File: src/rtl/core/cfs_pkg.sv
// Coalescing flush scheduler: shared types and codes.
// Request and result payload structs, action/reason codes, register indexes.
// No dependencies.
`timescale 1ns / 1ps
`default_nettype none

package cfs_pkg;

    localparam int unsigned CFG_ADDR_W = 3;
    localparam int unsigned CFG_DATA_W = 32;

    // action codes
    localparam logic [1:0] ACT_TICK    = 2'd0;
    localparam logic [1:0] ACT_RECORD  = 2'd1;
    localparam logic [1:0] ACT_OUTCOME = 2'd2;

    // flush reasons
    localparam logic [1:0] RSN_CAP    = 2'd0;
    localparam logic [1:0] RSN_QUIET  = 2'd1;
    localparam logic [1:0] RSN_WINDOW = 2'd2;

    // configuration register indexes
    localparam logic [CFG_ADDR_W-1:0] REG_QUIET_TICKS   = 3'd0;
    localparam logic [CFG_ADDR_W-1:0] REG_WINDOW_TICKS  = 3'd1;
    localparam logic [CFG_ADDR_W-1:0] REG_BASE_BACKOFF  = 3'd2;
    localparam logic [CFG_ADDR_W-1:0] REG_MAX_BACKOFF   = 3'd3;
    localparam logic [CFG_ADDR_W-1:0] REG_RETRY_LIMIT   = 3'd4;
    localparam logic [CFG_ADDR_W-1:0] REG_COIN_CAP      = 3'd5;
    localparam logic [CFG_ADDR_W-1:0] REG_OPS_THRESHOLD = 3'd6;

    // reset values of the configuration registers
    localparam logic [31:0] RST_QUIET_TICKS   = 32'd2000;
    localparam logic [31:0] RST_WINDOW_TICKS  = 32'd10000;
    localparam logic [31:0] RST_BASE_BACKOFF  = 32'd500;
    localparam logic [31:0] RST_MAX_BACKOFF   = 32'd30000;
    localparam logic [3:0]  RST_RETRY_LIMIT   = 4'd6;
    localparam logic [30:0] RST_COIN_CAP      = 31'd1000;
    localparam logic [15:0] RST_OPS_THRESHOLD = 16'd50;

    typedef struct packed {
        logic [1:0]         action;
        logic [31:0]        now;
        logic signed [15:0] coin_change;
        logic [7:0]         op_count;
        logic               flush_ok;
    } in_t;

    typedef struct packed {
        logic               flush_request;
        logic [1:0]         flush_reason;
        logic signed [31:0] coins_pending;
        logic [15:0]        ops_pending;
        logic [3:0]         retries;
        logic               waiting_outcome;
    } out_t;

endpackage

`default_nettype wire

File: src/rtl/core/coalescing_flush_scheduler.sv
// Coalescing flush scheduler top level: decides when pending changes are flushed.
// Input register, one pass of scheduling logic, result register.
// Depends on cfs_pkg.
//
//  port group     | dir | handshake           | payload
//  ---------------+-----+---------------------+------------------
//  s_*  request   | in  | s_valid / s_ready   | cfs_pkg::in_t
//  m_*  result    | out | m_valid / m_ready   | cfs_pkg::out_t
//  cfg_*  config  | in  | cfg_we (no wait)    | cfg_addr, cfg_wdata
//
// One request per cycle sustained while m_ready is high; an accepted request is held in the
// input register, then its result is loaded into the result register.
// All scheduler state updates in the cycle a request moves into the result register.
// A stall on m_ready holds the result; one more request can sit in the input
// register, then s_ready drops.
// aresetn is synchronous, active low; it clears the state and restores the
// default configuration.
`timescale 1ns / 1ps
`default_nettype none

module coalescing_flush_scheduler (
    input  wire logic                              aclk,
    input  wire logic                              aresetn,
    input  wire logic                              s_valid,
    output logic                                   s_ready,
    input  wire cfs_pkg::in_t                      s_data,
    output logic                                   m_valid,
    input  wire logic                              m_ready,
    output cfs_pkg::out_t                          m_data,
    input  wire logic                              cfg_we,
    input  wire logic [cfs_pkg::CFG_ADDR_W-1:0]    cfg_addr,
    input  wire logic [cfs_pkg::CFG_DATA_W-1:0]    cfg_wdata
);

    // configuration
    logic [31:0] quiet_ticks_reg, window_ticks_reg, base_backoff_reg, max_backoff_reg;
    logic [3:0]  retry_limit_reg;
    logic [30:0] coin_cap_reg;
    logic [15:0] ops_threshold_reg;

    // pipeline
    logic          in_valid_reg, out_valid_reg;
    cfs_pkg::in_t  in_data_reg;
    cfs_pkg::out_t out_data_reg, out_data_next;
    logic          adv;

    // scheduler state
    logic signed [31:0] coin_total_reg, coin_total_next;
    logic [15:0] op_total_reg, op_total_next;
    logic [31:0] window_start_reg, window_start_next;
    logic        window_open_reg, window_open_next;
    logic [31:0] last_change_reg, last_change_next;
    logic [31:0] retry_after_reg, retry_after_next;
    logic [3:0]  retry_count_reg, retry_count_next;
    logic        awaiting_reg, awaiting_next;
    logic [31:0] request_time_reg, request_time_next;

    assign adv     = in_valid_reg && (!out_valid_reg || m_ready);
    assign s_ready = !in_valid_reg || adv;
    assign m_valid = out_valid_reg;
    assign m_data  = out_data_reg;

    always_ff @(posedge aclk) begin
        if (!aresetn) begin
            quiet_ticks_reg   <= cfs_pkg::RST_QUIET_TICKS;
            window_ticks_reg  <= cfs_pkg::RST_WINDOW_TICKS;
            base_backoff_reg  <= cfs_pkg::RST_BASE_BACKOFF;
            max_backoff_reg   <= cfs_pkg::RST_MAX_BACKOFF;
            retry_limit_reg   <= cfs_pkg::RST_RETRY_LIMIT;
            coin_cap_reg      <= cfs_pkg::RST_COIN_CAP;
            ops_threshold_reg <= cfs_pkg::RST_OPS_THRESHOLD;
        end else if (cfg_we) begin
            case (cfg_addr)
                cfs_pkg::REG_QUIET_TICKS:   quiet_ticks_reg   <= cfg_wdata;
                cfs_pkg::REG_WINDOW_TICKS:  window_ticks_reg  <= cfg_wdata;
                cfs_pkg::REG_BASE_BACKOFF:  base_backoff_reg  <= cfg_wdata;
                cfs_pkg::REG_MAX_BACKOFF:   max_backoff_reg   <= cfg_wdata;
                cfs_pkg::REG_RETRY_LIMIT:   retry_limit_reg   <= cfg_wdata[3:0];
                cfs_pkg::REG_COIN_CAP:      coin_cap_reg      <= cfg_wdata[30:0];
                cfs_pkg::REG_OPS_THRESHOLD: ops_threshold_reg <= cfg_wdata[15:0];
                default: ;
            endcase
        end
    end

    // scheduling logic
    logic signed [32:0] chg_ext, sum, cap_pos, cap_neg, sum_clamped, mag;
    logic [16:0] ops_sum;
    logic [15:0] ops_sat;
    logic [31:0] now;
    logic        backoff_run, may_req, quiet, expired, cap_hit;
    logic [46:0] delay_wide;
    logic [31:0] delay;
    logic [4:0]  rc_inc;
    logic        req;
    logic [1:0]  reason;

    always_comb begin
        now         = in_data_reg.now;
        chg_ext     = 33'(in_data_reg.coin_change);
        sum         = {coin_total_reg[31], coin_total_reg} + chg_ext;
        cap_pos     = $signed({2'b00, coin_cap_reg});
        cap_neg     = -cap_pos;
        sum_clamped = sum;
        if (sum > cap_pos) begin
            sum_clamped = cap_pos;
        end else if (sum < cap_neg) begin
            sum_clamped = cap_neg;
        end
        mag     = sum_clamped[32] ? -sum_clamped : sum_clamped;
        ops_sum = {1'b0, op_total_reg} + {9'd0, in_data_reg.op_count};
        ops_sat = ops_sum[16] ? 16'hFFFF : ops_sum[15:0];

        backoff_run = (now - request_time_reg) < (retry_after_reg - request_time_reg);
        quiet       = (now - last_change_reg) >= quiet_ticks_reg;
        expired     = (now - window_start_reg) >= window_ticks_reg;

        delay_wide = {15'd0, base_backoff_reg} << retry_count_reg;
        delay      = (delay_wide > {15'd0, max_backoff_reg}) ? max_backoff_reg
                                                             : delay_wide[31:0];
        rc_inc     = {1'b0, retry_count_reg} + 5'd1;

        coin_total_next   = coin_total_reg;
        op_total_next     = op_total_reg;
        window_start_next = window_start_reg;
        window_open_next  = window_open_reg;
        last_change_next  = last_change_reg;
        retry_after_next  = retry_after_reg;
        retry_count_next  = retry_count_reg;
        awaiting_next     = awaiting_reg;
        request_time_next = request_time_reg;
        req     = 1'b0;
        reason  = cfs_pkg::RSN_CAP;
        cap_hit = 1'b0;
        may_req = 1'b0;

        case (in_data_reg.action)
            cfs_pkg::ACT_RECORD: begin
                coin_total_next = sum_clamped[31:0];
                op_total_next   = ops_sat;
                if (!window_open_reg) begin
                    window_open_next  = 1'b1;
                    window_start_next = now;
                end
                last_change_next = now;
                // totals checked after this record is applied
                may_req = !awaiting_reg && !backoff_run &&
                          (sum_clamped != '0 || ops_sat != '0);
                cap_hit = (mag >= cap_pos) || (ops_sat >= ops_threshold_reg);
                if (cap_hit && may_req) begin
                    req = 1'b1;
                end
            end
            cfs_pkg::ACT_TICK: begin
                may_req = !awaiting_reg && !backoff_run &&
                          (coin_total_reg != '0 || op_total_reg != '0);
                if (may_req && quiet) begin
                    req    = 1'b1;
                    reason = cfs_pkg::RSN_QUIET;
                end else if (may_req && expired) begin
                    req    = 1'b1;
                    reason = cfs_pkg::RSN_WINDOW;
                end
            end
            cfs_pkg::ACT_OUTCOME: begin
                if (awaiting_reg) begin
                    if (in_data_reg.flush_ok) begin
                        coin_total_next   = '0;
                        op_total_next     = '0;
                        window_start_next = '0;
                        window_open_next  = 1'b0;
                        last_change_next  = '0;
                        retry_after_next  = '0;
                        retry_count_next  = '0;
                        request_time_next = '0;
                    end else begin
                        retry_after_next = request_time_reg + delay;
                        retry_count_next = (rc_inc < {1'b0, retry_limit_reg}) ? rc_inc[3:0]
                                                                             : retry_limit_reg;
                    end
                    awaiting_next = 1'b0;
                end
            end
            default: ;
        endcase

        // the backoff deadline stays put across a new request
        if (req) begin
            awaiting_next     = 1'b1;
            request_time_next = now;
        end

        out_data_next.flush_request   = req;
        out_data_next.flush_reason    = reason;
        out_data_next.coins_pending   = coin_total_next;
        out_data_next.ops_pending     = op_total_next;
        out_data_next.retries         = retry_count_next;
        out_data_next.waiting_outcome = awaiting_next;
    end

    always_ff @(posedge aclk) begin
        if (!aresetn) begin
            in_valid_reg     <= 1'b0;
            out_valid_reg    <= 1'b0;
            coin_total_reg   <= '0;
            op_total_reg     <= '0;
            window_start_reg <= '0;
            window_open_reg  <= 1'b0;
            last_change_reg  <= '0;
            retry_after_reg  <= '0;
            retry_count_reg  <= '0;
            awaiting_reg     <= 1'b0;
            request_time_reg <= '0;
        end else begin
            if (s_valid && s_ready) begin
                in_valid_reg <= 1'b1;
            end else if (adv) begin
                in_valid_reg <= 1'b0;
            end
            if (adv) begin
                out_valid_reg    <= 1'b1;
                coin_total_reg   <= coin_total_next;
                op_total_reg     <= op_total_next;
                window_start_reg <= window_start_next;
                window_open_reg  <= window_open_next;
                last_change_reg  <= last_change_next;
                retry_after_reg  <= retry_after_next;
                retry_count_reg  <= retry_count_next;
                awaiting_reg     <= awaiting_next;
                request_time_reg <= request_time_next;
            end else if (m_ready) begin
                out_valid_reg <= 1'b0;
            end
        end
    end

    always_ff @(posedge aclk) begin
        if (s_valid && s_ready) begin
            in_data_reg <= s_data;
        end
        if (adv) begin
            out_data_reg <= out_data_next;
        end
    end

    // a request always leaves the scheduler waiting for its outcome
    a_req_waits: assert property (@(posedge aclk) disable iff (!aresetn)
        m_valid && m_data.flush_request |-> m_data.waiting_outcome)
        else $error("flush request without waiting_outcome");

    // no request without something pending
    a_req_pending: assert property (@(posedge aclk) disable iff (!aresetn)
        m_valid && m_data.flush_request |->
            (m_data.coins_pending != '0 || m_data.ops_pending != '0))
        else $error("flush request with nothing pending");

    a_reason_idle: assert property (@(posedge aclk) disable iff (!aresetn)
        m_valid && !m_data.flush_request |-> m_data.flush_reason == cfs_pkg::RSN_CAP)
        else $error("reason set without a request");

    // no second request while one is outstanding
    a_single_req: assert property (@(posedge aclk) disable iff (!aresetn)
        adv && awaiting_reg |-> !req)
        else $error("request issued while awaiting outcome");

    // the result register mirrors the state it just wrote
    a_state_sync: assert property (@(posedge aclk) disable iff (!aresetn)
        adv |=> (m_data.waiting_outcome == awaiting_reg) &&
                (m_data.retries == retry_count_reg))
        else $error("result out of step with scheduler state");

endmodule

`default_nettype wire
File: config.mk
export PLATFORM = sky130hd
export DESIGN_NAME = coalescing_flush_scheduler
export DESIGN_NICKNAME = d
export VERILOG_FILES = /design/src/rtl/core/cfs_pkg.sv /design/src/rtl/core/coalescing_flush_scheduler.sv
export SDC_FILE = /design/constraint.sdc
export NUM_CORES = 2
export LEC_CHECK = 0
export ABC_AREA = 0
export BUFFER_PORTS_ARGS = -buffer_cell sky130_fd_sc_hd__buf_4
export CORE_MARGIN = 10
export CORE_UTILIZATION = 55
export DETAILED_ROUTE_END_ITERATION = 16
export PLACE_DENSITY = 0.69
export SYNTH_ARGS = -nofsm -noshare
export SYNTH_HDL_FRONTEND = slang
export SYNTH_SLANG_ARGS = --single-unit
File: constraint.sdc
create_clock -name aclk -period 26.4 [get_ports aclk]
set_clock_uncertainty 0.05 [all_clocks]
set_input_delay 3.96 -clock aclk [delete_from_list [all_inputs] [get_ports aclk]]
set_output_delay 3.96 -clock aclk [all_outputs]
set_load 0.1 [all_outputs]
# Word-level counts from Yosys, hierarchy flattened
# Index checks and enable logic that the tools add are counted.
totals:
  reg_bits: 478
classes:
  addsub: 10
  n_lt_le_gt_ge: 9
  n_eq_ne: 11
  shifts: 1
  muxes: 38
  n_bitwise: 1
  reduce_logical: 41
ops:
  columns: ["operator", "count"]
  rows:
  - ["$mux W32", 9]
  - ["$pmux W32 S2", 3]
  - ["$sub A32 B32 Y32", 4]
  - ["$mux W33", 3]
  - ["$ge A32 B32 Y1", 2]
  - ["$mux W16", 3]
  - ["$gt A47 B32 Y1", 1]
  - ["$shl A32 B4 Y47", 1]
  - ["$add A32 B16 Y33", 1]
  - ["$ge A33 B32 Y1", 1]
  - ["$gt A33 B32 Y1", 1]
  - ["$lt A33 B33 Y1", 1]
  - ["$neg A31 Y33", 1]
  - ["$neg A33 Y33", 1]
  - ["$reduce_bool A33 Y1", 1]
  - ["$add A32 B32 Y32", 1]
  - ["$lt A32 B32 Y1", 1]
  - ["$pmux W16 S2", 1]
  - ["$reduce_bool A16 Y1", 2]
  - ["$reduce_bool A32 Y1", 1]
  - ["$add A16 B8 Y17", 1]
  - ["$ge A16 B16 Y1", 1]
  - ["$mux W4", 4]
  - ["$reduce_and A2 Y1", 7]
  - ["22 further kinds", 59]

# Depth between registers and ports, before layout
logic_depth:
  word_depth: 13
  depth_mapped: 48
  depth_no_buf: 43

# Worst setup path before layout
# OpenSTA, ideal clock, no wires.
synth_path:
  path_kind: "flip-flop to flip-flop"
  startpoint: "register in_data_reg, in the netlist chg_ext[0]"
  endpoint: "register request_time_reg[1]"
  setup_ps: 117
  arrival_time_ps: 8785
  required_ps: 26233
  setup_slack_ps: 17448
  stages_incl_launch_ff: 46
  path_buffers: 4
  synth_period_minus_slack_ps: 8952
  cell_sequence: "edfxtp_1 ha_1 fa_1 a211oi_1 o211ai_2 a311oi_2 a211oi_2 o21ai_1 nand2b_1 a311o_1 a21oi_1 xnor2_1 ha_1 nand2_1 nor3_1 nand3_1 nor3_1 a211oi_2 [... 10 more ...] xnor2_1 ha_1 and4_1 and2_1 o21ai_0 a31oi_1 a211oi_1 o21ai_0 a21o_1 a21o_1 a21oi_1 o211ai_1 a211o_1 nor2b_1 a32o_2 nor3_4 buf_6 a22o_1"
synth_via:
  elab_chain_len: 13
  word_cells_on_any_way: 20
  cone_classes: "add/sub: 2; order compare: 3; mux: 6; reduce/logical: 9"
synth_lines:
  columns: ["item", "line_no", "rtl"]
  rows:
  - ["start, declared", "coalescing_flush_scheduler.sv:43", "cfs_pkg::in_t in_data_reg;"]
  - ["start signal, assigned", "coalescing_flush_scheduler.sv:239", "in_data_reg <= s_data;"]
  - ["$add A32 B16 Y33 *", "coalescing_flush_scheduler.sv:101", "sum = {coin_total_reg[31], coin_total_reg} + chg_ext;"]
  - ["$lt A33 B33 Y1", "coalescing_flush_scheduler.sv:107", "end else if (sum < cap_neg) begin"]
  - ["$mux W33", "coalescing_flush_scheduler.sv:107", null]
  - ["$mux W33 *", "coalescing_flush_scheduler.sv:105", "if (sum > cap_pos) begin"]
  - ["$neg A33 Y33", "coalescing_flush_scheduler.sv:110", "mag = sum_clamped[32] ? -sum_clamped : sum_clamped;"]
  - ["$mux W33", "coalescing_flush_scheduler.sv:110", null]
  - ["$ge A33 B32 Y1", "coalescing_flush_scheduler.sv:149", "cap_hit = (mag >= cap_pos) || (ops_sat >= ops_threshold_reg);"]
  - ["$logic_or A1 B1 Y1", "coalescing_flush_scheduler.sv:149", null]
  - ["$logic_and A1 B1 Y1 *", "coalescing_flush_scheduler.sv:150", "if (cap_hit && may_req) begin"]
  - ["$mux W1 *", "coalescing_flush_scheduler.sv:150", null]
  - ["$pmux W1 S2 *", "coalescing_flush_scheduler.sv:137", "case (in_data_reg.action)"]
  - ["$reduce_bool A2 Y1 (no line)", null, null]
  - ["$reduce_and A4 Y1 (no line)", null, null]
  - ["end signal, assigned", "coalescing_flush_scheduler.sv:230", "request_time_reg <= request_time_next;"]
  - ["end, declared", "coalescing_flush_scheduler.sv:56", "logic [31:0] request_time_reg, request_time_next;"]
# Mark *: on every way between the ends. The rest lies on a longest branch, timed or not.
# A chain may end at the register's enable or synchronous reset.

# Worst setup path after layout
layout_path:
  startpoint: "register coin_total_reg[0]"
  endpoint: "register request_time_reg[15]"
layout_via:
  elab_chain_len: 13
  word_cells_on_any_way: 27
  cone_classes: "add/sub: 2; order compare: 3; mux: 8; reduce/logical: 14"
layout_lines:
  columns: ["item", "line_no", "rtl"]
  rows:
  - ["start, declared", "coalescing_flush_scheduler.sv:48", "logic signed [31:0] coin_total_reg, coin_total_next;"]
  - ["start signal, assigned", "coalescing_flush_scheduler.sv:222", "coin_total_reg <= coin_total_next;"]
  - ["$add A32 B16 Y33", "coalescing_flush_scheduler.sv:101", null]
  - ["$lt A33 B33 Y1", "coalescing_flush_scheduler.sv:107", null]
  - ["$mux W33", "coalescing_flush_scheduler.sv:107", null]
  - ["$mux W33", "coalescing_flush_scheduler.sv:105", null]
  - ["$neg A33 Y33", "coalescing_flush_scheduler.sv:110", null]
  - ["$mux W33", "coalescing_flush_scheduler.sv:110", null]
  - ["$ge A33 B32 Y1", "coalescing_flush_scheduler.sv:149", null]
  - ["$logic_or A1 B1 Y1", "coalescing_flush_scheduler.sv:149", null]
  - ["$logic_and A1 B1 Y1", "coalescing_flush_scheduler.sv:150", null]
  - ["$mux W1", "coalescing_flush_scheduler.sv:150", null]
  - ["$pmux W1 S2 *", "coalescing_flush_scheduler.sv:137", null]
  - ["$reduce_bool A2 Y1 (no line)", null, null]
  - ["$reduce_and A4 Y1 (no line)", null, null]
# Marked as above.

==> impl_results.md <==
* Result of the run: complete, no violations
* Global-route wire length before repair at 171000 um
* Async SR Flop Fraction at 0%
* Setup violation total in the final timing report at 0
* Crit path DAT at 11.13 ns
* Full die area at 76000 sq um
* Number of clock buffers inserted by TritonCTS at 54
* Worst hold path type: flop to flop
* Pre-CTS setup slack at 16.00 ns
* Count of input and output buffers at 156
* Area grow syn2layout at 10.2%
* Sinks on Clock Net at 478
* Number of hold violations in the final report at 0
* Synthesis-stage register bit count at 478
* Internal power of the cells at 1550 uW
* Initial antenna violation count at 5
* Final global-route overflow total at 0
* Post-DP HPWL at 82100 um
* Primary FF master, synth: sky130_fd_sc_hd__dfxtp_1
* Slew @ Worst Pin at 1.20 ns
* Synthesized instance count at 4507
* Total nets after synthesis at 5054
* Layout net count at 5119
* Commonest non-fill, non-tap cells in the layout: 672 x sky130_fd_sc_hd__nand2_1, 467 x sky130_fd_sc_hd__a21oi_1, 441 x sky130_fd_sc_hd__ha_1, 361 x sky130_fd_sc_hd__dfxtp_1, 338 x sky130_fd_sc_hd__inv_1
* Setup crit end kind: flop
* Category of the most critical setup path: flop to flop
* Part of the total power dissipated in the clock network at 31.7%
* Count of routing violations after the opening detailed-route iteration at 2747
* Peak supply drop at 63.7 uV
* CP Launch Type: flop
* Tot GR Track Use at 28.3%
* Placed inst area at 37800 sq um
* Crit-path leading delay family: compound AO/OA/AOI/OAI gates
* Post-synth EDFFs at 115
* Gate power share at 35.2%
* Final wirelength at 109000 um
* Most frequent standard cell in the layout excluding fill and tap cells: sky130_fd_sc_hd__nand2_1
* Average cell area after synthesis at 7.98 sq um
* Minimum clock period after layout at 10.66 ns
* X dimension of the die at 276 um
* Flip-flop count of the largest register after layout at 56
* Slowest cell on the critical path: sky130_fd_sc_hd__o21ai_0
* Number of max-cap violations at 0
* RSZ-0062 raised after global routing: no
* Root buffer cell: sky130_fd_sc_hd__clkbuf_16
* Drt first pass iters at 6
* Fraction of layout cells with a size suffix above 1 at 8.34%
* Most common cell on crit path: sky130_fd_sc_hd__ha_1
* # H-tree levels at 2
* Largest fanout on the critical path at 52
* Later-pin clock latency in the skew report at 0.63 ns
* Effective utilization at floorplan at 55.7%
* WL/cell at 19.9 um
* CTS clock-pin slew for the worst setup and hold paths at 0.07 ns
* Die Span Y at 276 um
* Post-synth design cell area at 35900 sq um
* Number of global-route vias before repair at 30.6k
* Total of hold buffers inserted after clock tree synthesis at 0
* Fraction of the yosys area taken by sequential cells at 29.8%
* CTS resizes at 0
* Design Area, Final at 39600 sq um
* Residual DRC count at 0
* Post-synthesis cell type count at 93
* Tightest slew margin relative to the limit at 19.4%
* Required time at the endpoint of the critical path at 26.87 ns
* Sw power at 884 uW
* YS warnings at 0
* Fmax at 93.8 MHz
* Relative contribution of sequential cells to total power at 33.1%
* Post-CTS setup repair buffer count at 0
* Std cell rows at 93
* Fraction of the core area covered by cells at the end of the flow at 61.3%
* TritonCTS clock tree: yes
* Fraction of power spent switching nets at 36.3%
* Number of nets with antenna violations after detailed routing at 0
* Slew Limit Fails at 0
* Setup TNS at 0 ns
* Vias per cell at 5.93
* Final estimated routing congestion in global placement at 0.987
* Deepest clock path buffer count at 3
* Count of buffering cells on the critical path with inverters included at 2
* Fin worst setup slack at 15.74 ns
* Number of vias in the routed layout at 32.4k
* Total leakage power at 0.0161 uW
* Maximum single-stage delay on the critical path at 0.56 ns
* Pin count of the biggest net entering global routing at 91
* Power density over the cells at 61.5 nW/um^2
* Boundary Pins at 157
* Core area at 64600 sq um
* Period Utilization, post-route at 40.4%
-- worst paths after layout --
kind | start | to | slack (ns) | depth (start not counted)
min reg2reg | window_start_reg[30]$_SDFFE_PN0P_ | window_start_reg[30]$_SDFFE_PN0P_ | 0.40 | 2
min | window_start_reg[30]$_SDFFE_PN0P_ | window_start_reg[30]$_SDFFE_PN0P_ | 0.40 | 2
max reg2reg | coin_total_reg[0]$_SDFFE_PN0P_ | request_time_reg[15]$_SDFFE_PN0P_ | 15.74 | 43
max | coin_total_reg[0]$_SDFFE_PN0P_ | request_time_reg[15]$_SDFFE_PN0P_ | 15.74 | 43
-- final cells by class --
cell class	instances	area (sq um)
fill	5940	25000
multi-input combinational	3500	23200
sequential	478	10700
clock buffer	72	1540
timing repair buffer	198	1490
inverter	340	1290
tap	855	1070
clock inverter	29	264
antenna	2	5.00
-- cells in the mapped netlist, types with 80 or more instances --
library cell               count  area [sq um]
sky130_fd_sc_hd__nand2_1     673          2530
sky130_fd_sc_hd__nor2_1      325          1220
sky130_fd_sc_hd__inv_1       338          1270
sky130_fd_sc_hd__nor3_1       96           480
sky130_fd_sc_hd__clkbuf_1    159           597
sky130_fd_sc_hd__o21ai_0     240          1200
sky130_fd_sc_hd__ha_1        441          5520
sky130_fd_sc_hd__nand3_1      80           400
sky130_fd_sc_hd__a21o_1      117           878
sky130_fd_sc_hd__a21oi_1     467          2340
sky130_fd_sc_hd__xnor2_1     152          1330
sky130_fd_sc_hd__dfxtp_1     363          7270
sky130_fd_sc_hd__edfxtp_1    115          3450
-- tightest hold or removal path: cells and delay by family (launching register included) --
kind	cells	cell delay, ns
compound gates	1	0.05
flops	1	0.31
simple gates	1	0.05
-- power groups by stage --
| stage | logic [uW] | clock network [uW] | registers, uW |
|---|---|---|---|
| floorplan | 586 | 0 | 847 |
| global placement | 832 | 0 | 820 |
| detailed placement | 839 | 0 | 820 |
| CTS | 847 | 785 | 804 |
| global route | 955 | 814 | 807 |
| finish | 857 | 772 | 804 |
-- metal layers --
layer  part of all wire, %  GRT usage, %  vias up
li1                      -             -    16100
met1                    47          39.6    15200
met2                    44          44.0      961
met3                   6.6          4.43      176
met4                   2.9          8.84        4
met5                 0.028             0        -
-- metrics by stage --
step                power [uW]  hold slack, ns  cells
finish                    2430           0.400   5474
global route              2580           0.418   5474
CTS                       2440           0.402   5472
detailed placement        1660           0.394   5371
global placement          1650           0.389   5371
floorplan                 1430           0.382   4507
-- kinds of logic after synthesis --
kind of cell / share of synthesized area [%]
AND/OR/NAND/NOR: 19.8
XOR/XNOR: 5.19
adder cells (fa/ha/maj): 15.7
AO/OA/AOI/OAI: 21.2
multiplexers: 2.45
buffers and inverters: 5.79
flip-flops: 29.8
(Power assumes the default switching activity.)
